### src/spi_pkg.sv
`default_nettype none
package spi_pkg;

  localparam int COORD_W   = 16;
  localparam int FRAC_W    = 16;
  localparam int POS_W     = 32;
  localparam int COUNT_W   = 7;
  localparam int PT_IDX_W  = 6;
  localparam int DIV_W     = 6;
  localparam int DIV_CNT_W = 5;

  typedef struct packed {
    logic signed [COORD_W-1:0] start_x;
    logic signed [COORD_W-1:0] start_y;
    logic signed [COORD_W-1:0] end_x;
    logic signed [COORD_W-1:0] end_y;
    logic        [COUNT_W-1:0] point_count;
  } in_data_t;

  typedef struct packed {
    logic        [PT_IDX_W-1:0] point_index;
    logic signed [POS_W-1:0]    pos_x;
    logic signed [POS_W-1:0]    pos_y;
    logic                       last_point;
  } out_data_t;

  typedef struct packed {
    logic signed [COORD_W-1:0] a_x;
    logic signed [COORD_W-1:0] a_y;
    logic signed [COORD_W-1:0] b_x;
    logic signed [COORD_W-1:0] b_y;
    logic        [POS_W-1:0]   step_x;
    logic        [POS_W-1:0]   step_y;
  } seg_t;

  typedef enum logic [1:0] {
    ST_IDLE,
    ST_DIVIDE,
    ST_EMIT
  } state_t;

endpackage
`default_nettype wire

### src/spi_serial_div.sv
`default_nettype none
module spi_serial_div (
  input  wire logic                       clk,
  input  wire logic                       rst_n,
  input  wire logic                       start,
  input  wire logic [spi_pkg::POS_W-1:0]  dividend,
  input  wire logic [spi_pkg::DIV_W-1:0]  divisor,
  output logic                            done,
  output logic [spi_pkg::POS_W-1:0]       quotient
);
  import spi_pkg::*;

  logic [POS_W-1:0]     quo_r, quo_nxt;
  logic [DIV_W-1:0]     rem_r, rem_nxt;
  logic [DIV_W-1:0]     div_r;
  logic [DIV_CNT_W-1:0] cnt_r, cnt_nxt;
  logic                 busy_r, busy_nxt;
  logic                 done_r, done_nxt;
  logic [DIV_W:0]       trial;
  logic [DIV_W:0]       trial_sub;
  logic                 fits;

  // One quotient bit per cycle: the dividend shifts out of the top of the
  // register as the quotient shifts in at the bottom.
  always_comb begin
    trial     = {rem_r, quo_r[POS_W-1]};
    fits      = (trial >= {1'b0, div_r});
    trial_sub = trial - {1'b0, div_r};
    quo_nxt   = quo_r;
    rem_nxt   = rem_r;
    cnt_nxt   = cnt_r;
    busy_nxt  = busy_r;
    done_nxt  = 1'b0;
    if (start) begin
      quo_nxt  = dividend;
      rem_nxt  = '0;
      cnt_nxt  = '0;
      busy_nxt = 1'b1;
    end else if (busy_r) begin
      quo_nxt = {quo_r[POS_W-2:0], fits};
      rem_nxt = fits ? trial_sub[DIV_W-1:0] : trial[DIV_W-1:0];
      cnt_nxt = cnt_r + 1'b1;
      if (cnt_r == DIV_CNT_W'(POS_W - 1)) begin
        busy_nxt = 1'b0;
        done_nxt = 1'b1;
      end
    end
  end

  always_ff @(posedge clk) begin
    if (!rst_n) begin
      busy_r <= 1'b0;
      done_r <= 1'b0;
      cnt_r  <= '0;
    end else begin
      busy_r <= busy_nxt;
      done_r <= done_nxt;
      cnt_r  <= cnt_nxt;
    end
  end

  always_ff @(posedge clk) begin
    quo_r <= quo_nxt;
    rem_r <= rem_nxt;
    if (start) begin
      div_r <= divisor;
    end
  end

  assign done     = done_r;
  assign quotient = quo_r;

endmodule
`default_nettype wire

### src/spi_point_gen.sv
`default_nettype none
module spi_point_gen #(
  parameter int IDX_W = 6
) (
  input  wire logic               clk,
  input  wire logic               rst_n,
  input  wire logic               start,
  input  wire spi_pkg::seg_t      seg,
  input  wire logic [IDX_W-1:0]   last_idx,
  output logic                    out_valid,
  input  wire logic               out_stall,
  output spi_pkg::out_data_t      out_data,
  output logic                    done
);
  import spi_pkg::*;

  logic                    valid_r, valid_nxt;
  logic [IDX_W-1:0]        idx_r, idx_nxt;
  logic [IDX_W-1:0]        last_r;
  logic [POS_W-1:0]        pos_x_r, pos_x_nxt;
  logic [POS_W-1:0]        pos_y_r, pos_y_nxt;
  logic [POS_W-1:0]        step_x_r, step_y_r;
  logic [COORD_W-1:0]      b_x_r, b_y_r;
  logic                    at_last;
  logic                    take;

  assign at_last = (idx_r == last_r);
  assign take    = valid_r && !out_stall;

  always_comb begin
    valid_nxt = valid_r;
    idx_nxt   = idx_r;
    pos_x_nxt = pos_x_r;
    pos_y_nxt = pos_y_r;
    if (start) begin
      valid_nxt = 1'b1;
      idx_nxt   = '0;
      pos_x_nxt = {seg.a_x, {FRAC_W{1'b0}}};
      pos_y_nxt = {seg.a_y, {FRAC_W{1'b0}}};
    end else if (take) begin
      if (at_last) begin
        valid_nxt = 1'b0;
      end else begin
        idx_nxt = idx_r + 1'b1;
        if (idx_nxt == last_r) begin
          pos_x_nxt = {b_x_r, {FRAC_W{1'b0}}};
          pos_y_nxt = {b_y_r, {FRAC_W{1'b0}}};
        end else begin
          pos_x_nxt = pos_x_r + step_x_r;
          pos_y_nxt = pos_y_r + step_y_r;
        end
      end
    end
  end

  always_ff @(posedge clk) begin
    if (!rst_n) begin
      valid_r <= 1'b0;
      idx_r   <= '0;
    end else begin
      valid_r <= valid_nxt;
      idx_r   <= idx_nxt;
    end
  end

  always_ff @(posedge clk) begin
    pos_x_r <= pos_x_nxt;
    pos_y_r <= pos_y_nxt;
    if (start) begin
      last_r   <= last_idx;
      step_x_r <= seg.step_x;
      step_y_r <= seg.step_y;
      b_x_r    <= seg.b_x;
      b_y_r    <= seg.b_y;
    end
  end

  assign out_valid            = valid_r;
  assign out_data.point_index = PT_IDX_W'(idx_r);
  assign out_data.pos_x       = pos_x_r;
  assign out_data.pos_y       = pos_y_r;
  assign out_data.last_point  = at_last;
  assign done                 = take && at_last;

endmodule
`default_nettype wire

### src/segment_point_interpolator.sv
// Linear interpolation between two integer end points in Q16.16.
// A request on the input channel (in_valid, in_stall, in_data) carries the
// end points and a point count; counts below two are taken as two and counts
// above MAX_POINTS as MAX_POINTS. The block answers with that many points on
// the output channel (out_valid, out_stall, out_data), in order of index, the
// first equal to the start point and the last, marked by last_point, equal to
// the end point.
// The per-point steps come from two bit-serial dividers working side by side,
// one quotient bit per cycle. Once both have finished, the point generator
// presents the first point, which can be taken in that same cycle. Each
// further point is presented in the cycle after the one before it is taken.
// The next request can be accepted in the cycle after the final point of the
// previous request is taken.
// One request is handled at a time: in_stall stays high from acceptance until
// the final point has been taken.
// While out_stall is high the current point is held unchanged.
// Synchronous reset drops all valids and returns the block to idle, after
// which the next cycle accepts a request.
`default_nettype none
module segment_point_interpolator #(
  parameter int MAX_POINTS = 64
) (
  input  wire logic                clk,
  input  wire logic                rst_n,
  input  wire logic                in_valid,
  output logic                     in_stall,
  input  wire spi_pkg::in_data_t   in_data,
  output logic                     out_valid,
  input  wire logic                out_stall,
  output spi_pkg::out_data_t       out_data
);
  import spi_pkg::*;

  localparam int IDX_W = $clog2(MAX_POINTS);

  state_t               state_r, state_nxt;
  logic                 accept;
  logic [COUNT_W-1:0]   count_sat;
  logic [COUNT_W-1:0]   count_m1;
  logic [COORD_W:0]     diff_x, diff_y;
  logic [COORD_W:0]     mag_x, mag_y;
  logic [COORD_W-1:0]   a_x_r, a_y_r, b_x_r, b_y_r;
  logic [IDX_W-1:0]     last_idx_r;
  logic                 neg_x_r, neg_y_r;
  logic                 div_x_done, div_y_done;
  logic [POS_W-1:0]     quo_x, quo_y;
  logic                 gen_start;
  logic                 gen_done;
  seg_t                 seg;

  assign accept   = in_valid && !in_stall;
  assign in_stall = (state_r != ST_IDLE);

  always_comb begin
    count_sat = in_data.point_count;
    if (in_data.point_count < COUNT_W'(2)) begin
      count_sat = COUNT_W'(2);
    end else if (in_data.point_count > COUNT_W'(MAX_POINTS)) begin
      count_sat = COUNT_W'(MAX_POINTS);
    end
    count_m1 = count_sat - 1'b1;
    diff_x   = {in_data.end_x[COORD_W-1], in_data.end_x}
             - {in_data.start_x[COORD_W-1], in_data.start_x};
    diff_y   = {in_data.end_y[COORD_W-1], in_data.end_y}
             - {in_data.start_y[COORD_W-1], in_data.start_y};
    mag_x    = diff_x[COORD_W] ? -diff_x : diff_x;
    mag_y    = diff_y[COORD_W] ? -diff_y : diff_y;
  end

  spi_serial_div u_div_x (
    .clk      (clk),
    .rst_n    (rst_n),
    .start    (accept),
    .dividend ({mag_x[COORD_W-1:0], {FRAC_W{1'b0}}}),
    .divisor  (count_m1[DIV_W-1:0]),
    .done     (div_x_done),
    .quotient (quo_x)
  );

  spi_serial_div u_div_y (
    .clk      (clk),
    .rst_n    (rst_n),
    .start    (accept),
    .dividend ({mag_y[COORD_W-1:0], {FRAC_W{1'b0}}}),
    .divisor  (count_m1[DIV_W-1:0]),
    .done     (div_y_done),
    .quotient (quo_y)
  );

  always_ff @(posedge clk) begin
    if (accept) begin
      a_x_r      <= in_data.start_x;
      a_y_r      <= in_data.start_y;
      b_x_r      <= in_data.end_x;
      b_y_r      <= in_data.end_y;
      neg_x_r    <= diff_x[COORD_W];
      neg_y_r    <= diff_y[COORD_W];
      last_idx_r <= count_m1[IDX_W-1:0];
    end
  end

  always_comb begin
    seg.a_x    = a_x_r;
    seg.a_y    = a_y_r;
    seg.b_x    = b_x_r;
    seg.b_y    = b_y_r;
    seg.step_x = neg_x_r ? -quo_x : quo_x;
    seg.step_y = neg_y_r ? -quo_y : quo_y;
  end

  always_comb begin
    state_nxt = state_r;
    gen_start = 1'b0;
    case (state_r)
      ST_IDLE: begin
        if (accept) begin
          state_nxt = ST_DIVIDE;
        end
      end
      ST_DIVIDE: begin
        if (div_x_done && div_y_done) begin
          gen_start = 1'b1;
          state_nxt = ST_EMIT;
        end
      end
      ST_EMIT: begin
        if (gen_done) begin
          state_nxt = ST_IDLE;
        end
      end
      default: begin
        state_nxt = ST_IDLE;
      end
    endcase
  end

  always_ff @(posedge clk) begin
    if (!rst_n) begin
      state_r <= ST_IDLE;
    end else begin
      state_r <= state_nxt;
    end
  end

  spi_point_gen #(
    .IDX_W (IDX_W)
  ) u_point_gen (
    .clk       (clk),
    .rst_n     (rst_n),
    .start     (gen_start),
    .seg       (seg),
    .last_idx  (last_idx_r),
    .out_valid (out_valid),
    .out_stall (out_stall),
    .out_data  (out_data),
    .done      (gen_done)
  );

endmodule
`default_nettype wire
### config.mk
export PLATFORM = sky130hd
export DESIGN_NAME = segment_point_interpolator
export DESIGN_NICKNAME = d
export VERILOG_FILES = /design/src/spi_pkg.sv /design/src/spi_serial_div.sv /design/src/spi_point_gen.sv /design/src/segment_point_interpolator.sv
export SDC_FILE = /design/constraint.sdc
export NUM_CORES = 1
export LEC_CHECK = 0
export BUFFER_PORTS_ARGS = -buffer_cell sky130_fd_sc_hd__buf_2
export CAP_MARGIN = 0
export CORE_MARGIN = 2
export CORE_UTILIZATION = 50
export CTS_BUF_LIST = sky130_fd_sc_hd__clkbuf_4 sky130_fd_sc_hd__clkbuf_8
export DETAILED_ROUTE_END_ITERATION = 8
export HOLD_SLACK_MARGIN = 0.08
export PLACE_DENSITY = 0.68
export RECOVER_POWER = 25
export SLEW_MARGIN = 20
export SYNTH_ARGS = -nofsm -noshare
export SYNTH_HDL_FRONTEND = slang
export SYNTH_SLANG_ARGS = --single-unit
export TNS_END_PERCENT = 100
### constraint.sdc
create_clock -name clk -period 11.2 [get_ports clk]
set_input_delay 2.24 -clock clk [delete_from_list [all_inputs] [get_ports clk]]
set_output_delay 2.24 -clock clk [all_outputs]
set_load 0.02 [all_outputs]
==> results of run 1 <==
-- Yosys cell counts, drive strengths merged (22+ instances only) --
master / number / share of area
a21o: 44 / 0.017
a21oi: 102 / 0.027
clkbuf: 49 / 0.0098
dfxtp: 99 / 0.10
edfxtp: 238 / 0.38
ha: 116 / 0.077
inv: 84 / 0.017
mux2i: 50 / 0.026
nand2: 135 / 0.027
nand3: 48 / 0.013
nor2: 137 / 0.027
o21a: 23 / 0.0091
o21ai: 156 / 0.041
o21bai: 22 / 0.0087
o31ai: 33 / 0.014
xnor2: 120 / 0.055
xor2: 65 / 0.030
-- layout by cell type (no fill, tap or decap), types with 44 or more instances in the layout --
cell,netlist,layout
sky130_fd_sc_hd__a21oi_1,102,101
sky130_fd_sc_hd__edfxtp_1,238,238
sky130_fd_sc_hd__xor2_1,65,65
sky130_fd_sc_hd__nand2_1,135,134
sky130_fd_sc_hd__clkbuf_1,48,59
sky130_fd_sc_hd__nand3_1,48,47
sky130_fd_sc_hd__o21ai_0,155,155
sky130_fd_sc_hd__ha_1,116,116
sky130_fd_sc_hd__nor2_1,137,136
sky130_fd_sc_hd__a21o_1,44,44
sky130_fd_sc_hd__clkbuf_8,0,69
sky130_fd_sc_hd__buf_2,0,88
sky130_fd_sc_hd__xnor2_1,120,120
sky130_fd_sc_hd__dfxtp_1,99,98
sky130_fd_sc_hd__inv_1,82,81
sky130_fd_sc_hd__mux2i_1,50,50
-- cells by family after synthesis --
| kind of cell | synth area share |
|---|---|
| buf+inv | 0.0296 |
| flops | 0.482 |
| mux | 0.0264 |
| simple gates | 0.123 |
| fa+ha+maj | 0.0830 |
| xor+xnor | 0.0855 |
| compound gates | 0.171 |
-- critical path, cell delays in order --
cell	delay, ps
sky130_fd_sc_hd__clkbuf_1	100
sky130_fd_sc_hd__inv_1	50
sky130_fd_sc_hd__ha_1	260
sky130_fd_sc_hd__fa_1	420
sky130_fd_sc_hd__nand2b_1	190
sky130_fd_sc_hd__a2111oi_0	760
sky130_fd_sc_hd__o31ai_1	260
sky130_fd_sc_hd__a21oi_1	290
sky130_fd_sc_hd__a41oi_1	180
sky130_fd_sc_hd__a31oi_1	480
sky130_fd_sc_hd__inv_1	340
sky130_fd_sc_hd__o21ai_0	180
sky130_fd_sc_hd__xor2_1	180
sky130_fd_sc_hd__o21ai_0	110
-- final timing paths --
check	startpoint	to	slack (ps)	depth (start not counted)
min reg2reg	b_y_r[14]	u_point_gen.b_y_r[14]	420	0
max reg2reg	state_r[1]	u_point_gen.pos_y_r[16]	5860	6
min	b_y_r[14]	u_point_gen.b_y_r[14]	420	0
max	in_data[23]	u_div_x.quotient[26]	5510	14
-- layer usage --
layer	GRT usage	vias up	wire length (um)
li1	-	7045	-
met3	0.0444	96	2600
met2	0.397	399	21600
met1	0.290	6705	19400
met4	0.0890	0	1540
met5	0	-	0
-- stage by stage --
step / hold slack (ps) / setup WS, ps
finish: 416 / 5510
global route: 422 / 5180
CTS: 417 / 5620
detailed placement: 405 / 4930
global placement: 401 / 5050
floorplan: 400 / 5620
-- registers in the layout, indices dropped and copies added, names as in the netlist, 6 cells and up --
register	count
u_div_x.rem_r	6
u_point_gen.step_x_r	32
u_div_y.quotient	32
b_x_r	16
u_point_gen.last_r	6
u_div_y.div_r	6
u_div_x.quotient	32
u_point_gen.pos_x_r	32
u_div_y.rem_r	6
u_point_gen.b_x_r	16
u_point_gen.idx_r	6
u_point_gen.step_y_r	32
b_y_r	16
u_point_gen.b_y_r	16
u_point_gen.pos_y_r	32
a_x_r	16
a_y_r	16
-- power by group --
group          internal [mW]  leakage, nW  total (mW)  switching (mW)
logic                  0.189         4.74       0.447           0.259
clock network          0.669        0.656        1.18           0.506
registers               1.41         2.97        1.46          0.0518
total                   2.26         8.37        3.08           0.817
-- final cells by class --
| class | instances | share of cell area |
|---|---|---|
| tap | 511 | 0.0300 |
| clock buffer | 89 | 0.0516 |
| multi-input combinational | 1335 | 0.433 |
| sequential | 337 | 0.428 |
| clock inverter | 21 | 0.00663 |
| timing repair buffer | 160 | 0.0354 |
| inverter | 86 | 0.0153 |
==> results.ini, run 1 <==
[synthesis]
gate_count_post_synth = 1818
ys.warnings.count = 0
avgSynthCellArea_sq_um = 10.4
synth-seq-area-share = 0.482
synth-async-reset-ratio = 0
postSynthNetCount = 2015
yosysUniqueCellTypes = 76
postSynthRegisterBits = 337
synth-main-ff-cell = sky130_fd_sc_hd__edfxtp_1
post_synth_instance_area_sq_um = 18900
synth_enable_flop_cells = 238

[sta]
finalSetupViolations = 0
min_period_over_period = 0.508
rsz_0062_raised_after_global_routing = no
clock-skew-final_ps = 26.9
fmax_ghz = 0.176
timing.max_slew.rel_slack = -1.04
min_period_ps = 5690
timing_max_transition_violations_final = 94
worstMarginPinSlew_ps = 3070
final-hold-violation-count = 0
finalSetupTns_ps = 0

[placement]
dp_hpwl_um = 32400
detailed_place.area_sq_um = 20200
placed_cells_incl_taps = 2429
port_buffer_cells = 147
routabilityCongestion = 0.884

[detailed_routing]
ant_nets = 0
first_iter_violations = 803
first_pass_iters = 5
remaining_drc_errors = 0
viasPerCell = 5.61
dr_total_vias = 14245
drt-wirelength-per-cell_um = 17.8
routed_wirelength_um = 45200

[setup_path]
crit_path_end_kind = flop
cp.required_ps = 11550
worst-endpoint-arrival_ps = 6040
setup.worst_path.start_class = input port
critical_path_peak_fanout = 12
crit_type = input port to flop

[grt]
grt_pass1_wl_um = 72000
grt_antenna_before_repair = 0
largest_net_degree_at_the_start_of_global_routing = 67
number_of_global_route_vias_before_repair = 14078
gr-total-overflow = 0
global_route.usage.total = 0.232

[pwr]
power.leakage_nw = 8.37
power_mw = 3.08
power.density_cell_area_nw_per_um2 = 144
irDropWorstVdd_uv = 165

[layout]
layout.area.seq_sq_um = 9130
final_layout_size_suffix_gt1_frac = 0.109
multi_input_comb_area_sq_um = 9240
nets = 2175
num_antenna_cells = 0
fillerInstances = 3313
area_delta_synth_final_pct = 12.6
final_util = 0.569
post_layout_nonfiller_instances = 2539
final_cell_area_sq_um = 21300

[floorplan]
die_h_um = 199
fp.dieW_um = 199
fp-row-count = 71
start_util = 0.505
core_sq_um = 37500
fp.dieArea_sq_um = 39500
io_pins = 148

[clock_network]
clock-sinks = 337
cts.root.buffer_cell = sky130_fd_sc_hd__clkbuf_8
post_cts_hold_buffer_count = 0
clock_latency_ps = 650
clock_path_buffers = 3
cts_tree = yes
cts_inserted_buffers = 58
reg_clk_slew_reported_paths_ps = 60
cts_setup_buffers = 0
postCtsResizedCells = 0
clock_tree.htree_level_count = 2

[flow_run]
cap_viol_max_count = 2

[outcome]
outcome = finished, violations left
failed_checks = capacitance limit, slew limit

[worst_hold_path]
hold_path.class = flop to flop

(Power assumes the default switching activity.)
==> run 2: changes to the inputs <==
- PLACE_DENSITY: 0.68 -> 0.71
- clock period: 11.2 -> 4.66 ns (I/O delays scaled with it)
==> results.ini, run 2 (same netlist as run 1, synthesis figures left out) <==
[layout]
final_layout_size_suffix_gt1_frac = 0.116  ; was 0.109
layout.area.seq_sq_um = 9130  ; about the same
final_cell_mix = sky130_fd_sc_hd__edfxtp_1 (238), sky130_fd_sc_hd__o21ai_0 (155), sky130_fd_sc_hd__nor2_1 (136)  ; unchanged
layout_commonest_cell = sky130_fd_sc_hd__edfxtp_1  ; unchanged
post_layout_nonfiller_instances = 2547  ; was 2,539
area_delta_synth_final_pct = 12.8  ; was 12.6%
num_antenna_cells = 0  ; unchanged
multi_input_comb_area_sq_um = 9250  ; was 9240 sq um
final_cell_area_sq_um = 21400  ; was 21,300 sq um
final_util = 0.570  ; was 0.569
fillerInstances = 3301  ; was 3,313
nets = 2188  ; was 2,175

[placement]
dp_hpwl_um = 32400  ; about the same
placed_cells_incl_taps = 2442  ; was 2,429
port_buffer_cells = 147  ; unchanged
routabilityCongestion = 0.953  ; was 0.884
dpl_worst_slack_ps = 13.1  ; was 4930 ps
detailed_place.area_sq_um = 20300  ; was 20,200 sq um

[grt]
grt_pass1_wl_um = 70500  ; was 72,000 um
gr-total-overflow = 0  ; unchanged
number_of_global_route_vias_before_repair = 13740  ; was 14,078
largest_net_degree_at_the_start_of_global_routing = 98  ; was 67
grt_antenna_before_repair = 0  ; unchanged
global_route.usage.total = 0.227  ; was 0.232

[detailed_routing]
routed_wirelength_um = 45000  ; was 45,200 um
remaining_drc_errors = 0  ; unchanged
viasPerCell = 5.65  ; was 5.61
dr_total_vias = 14388  ; was 14,245
first_pass_iters = 6  ; was 5
ant_nets = 0  ; unchanged
drt-wirelength-per-cell_um = 17.7  ; was 17.8 um
first_iter_violations = 741  ; was 803

[setup_path]
worst-endpoint-arrival_ps = 4460  ; was 6040 ps
rrSetupSlack_ps = 600  ; was 5860 ps
reg2reg_to = u_div_x.quotient[17]  ; was u_point_gen.pos_y_r[16]
rr_worst_depth = 4  ; was 6
crit_type = input port to flop  ; unchanged
crit_path_end_kind = flop  ; unchanged
critical_path_peak_fanout = 3  ; was 12
timing.critical_path.slowest_cell_delay_ps = 570  ; was 760 ps
worst_r2r_startpoint = state_r[1]  ; unchanged
crit_chain = clkbuf_1 -> inv_1 -> ha_1 -> nor2b_1 -> o21ai_0 -> or3b_1 -> and2_1 -> or4_1 -> or4_1 -> or4_1 -> o31ai_1 -> xnor2_1 -> o21ai_0  ; was clkbuf_1 -> inv_1 -> ha_1 -> fa_1 -> nand2b_1 -> a2111oi_0 -> o31ai_1 -> a21oi_1 -> a41oi_1 -> a31oi_1 -> inv_1 -> o21ai_0 -> xor2_1 -> o21ai_0
setup.worst_path.start_class = input port  ; unchanged
timing.critical_path.slowest_stage_cell = sky130_fd_sc_hd__or4_1  ; was sky130_fd_sc_hd__a2111oi_0
cp_common_cell = sky130_fd_sc_hd__or4_1
cp.required_ps = 4960  ; was 11,550 ps

[outcome]
outcome = finished, violations left  ; unchanged
failed_checks = capacitance limit, slew limit  ; unchanged

[clock_network]
cts_inserted_buffers = 58  ; unchanged
post_cts_hold_buffer_count = 0  ; unchanged
clock_path_buffers = 3  ; unchanged
cts_setup_buffers = 0  ; unchanged
cts.root.buffer_cell = sky130_fd_sc_hd__clkbuf_8  ; unchanged
clock_tree.htree_level_count = 2  ; unchanged
cts_tree = yes  ; unchanged
clock_latency_ps = 650  ; about the same
postCtsResizedCells = 0  ; unchanged
reg_clk_slew_reported_paths_ps = 60  ; about the same
clock-sinks = 337  ; unchanged

[sta]
hold-worst-slack_ps = 386  ; was 416 ps
min_period_over_period = 0.892
finalSetupViolations = 0  ; unchanged
min_period_ps = 4150
final-hold-violation-count = 0  ; unchanged
timing.max_slew.rel_slack = -0.680  ; was -1.04
layout_setup_ws_ps = 505  ; was 5510 ps
finalSetupTns_ps = 0  ; unchanged
rsz_0062_raised_after_global_routing = no  ; unchanged
worstMarginPinSlew_ps = 2520  ; was 3070 ps
timing_max_transition_violations_final = 63  ; was 94
clock-skew-final_ps = 43.6  ; was 26.9 ps
fmax_ghz = 0.241

[pwr]
power.density_cell_area_nw_per_um2 = 340  ; was 144 nW/um^2
power_mw = 7.26  ; was 3.08 mW
irDropWorstVdd_uv = 211  ; was 165 uV
power.leakage_nw = 8.43  ; was 8.37 nW

[worst_hold_path]
min_from = b_x_r[14]  ; was b_y_r[14]
min_delay_worst_endpoint = u_point_gen.b_x_r[14]  ; was u_point_gen.b_y_r[14]
hold_path.class = flop to flop  ; unchanged
hold_depth = 0  ; unchanged

[floorplan]
start_util = 0.505  ; unchanged
fp.dieArea_sq_um = 39500  ; unchanged
die_h_um = 199  ; unchanged
io_pins = 148  ; unchanged
fp-row-count = 71  ; unchanged
core_sq_um = 37500  ; unchanged
fp.dieW_um = 199  ; unchanged

[flow_run]
cap_viol_max_count = 1  ; was 2

==> run 2: critical path, delay by kind of cell <==
family	cells	cell delay, ps
buf+inv	2	220
compound gates	3	480
xor+xnor	1	140
fa+ha+maj	1	270
simple gates	6	2410
==> run 2: worst max path at each step <==
stage	startpoint	end	cells past startpoint
after floorplan	in_data[23]	u_div_x.quotient[31]	13
after global placement	in_data[23]	u_div_x.quotient[31]	15
after detailed placement	in_data[23]	u_div_x.quotient[30]	13
after CTS	in_data[56]	u_div_x.quotient[30]	13
after global routing	in_data[56]	u_div_x.quotient[30]	13
final	in_data[56]	u_div_x.quotient[30]	13
==> run 2: power by group <==
group / internal (mW) / switching (mW)
Combinational: 0.468 / 0.624
Sequential: 3.38 / 0.137
Clock: 1.45 / 1.20
==> run 2: cell type report <==
| type | count | share of cell area |
|---|---|---|
| Sequential cell | 337 | 0.427 |
| Clock buffer | 84 | 0.0477 |
| Tap cell | 511 | 0.0299 |
| Timing Repair Buffer | 173 | 0.0411 |
| Inverter | 86 | 0.0153 |
| Multi-Input combinational cell | 1335 | 0.433 |
| Clock inverter | 21 | 0.00539 |
==> run 2: routing by layer <==
metal | up-vias | track usage | share of wire
li1 | 7064 | - | -
met1 | 6836 | 0.277 | 0.42
met2 | 388 | 0.390 | 0.48
met3 | 100 | 0.0476 | 0.059
met4 | 0 | 0.0940 | 0.037
met5 | - | 0 | 0
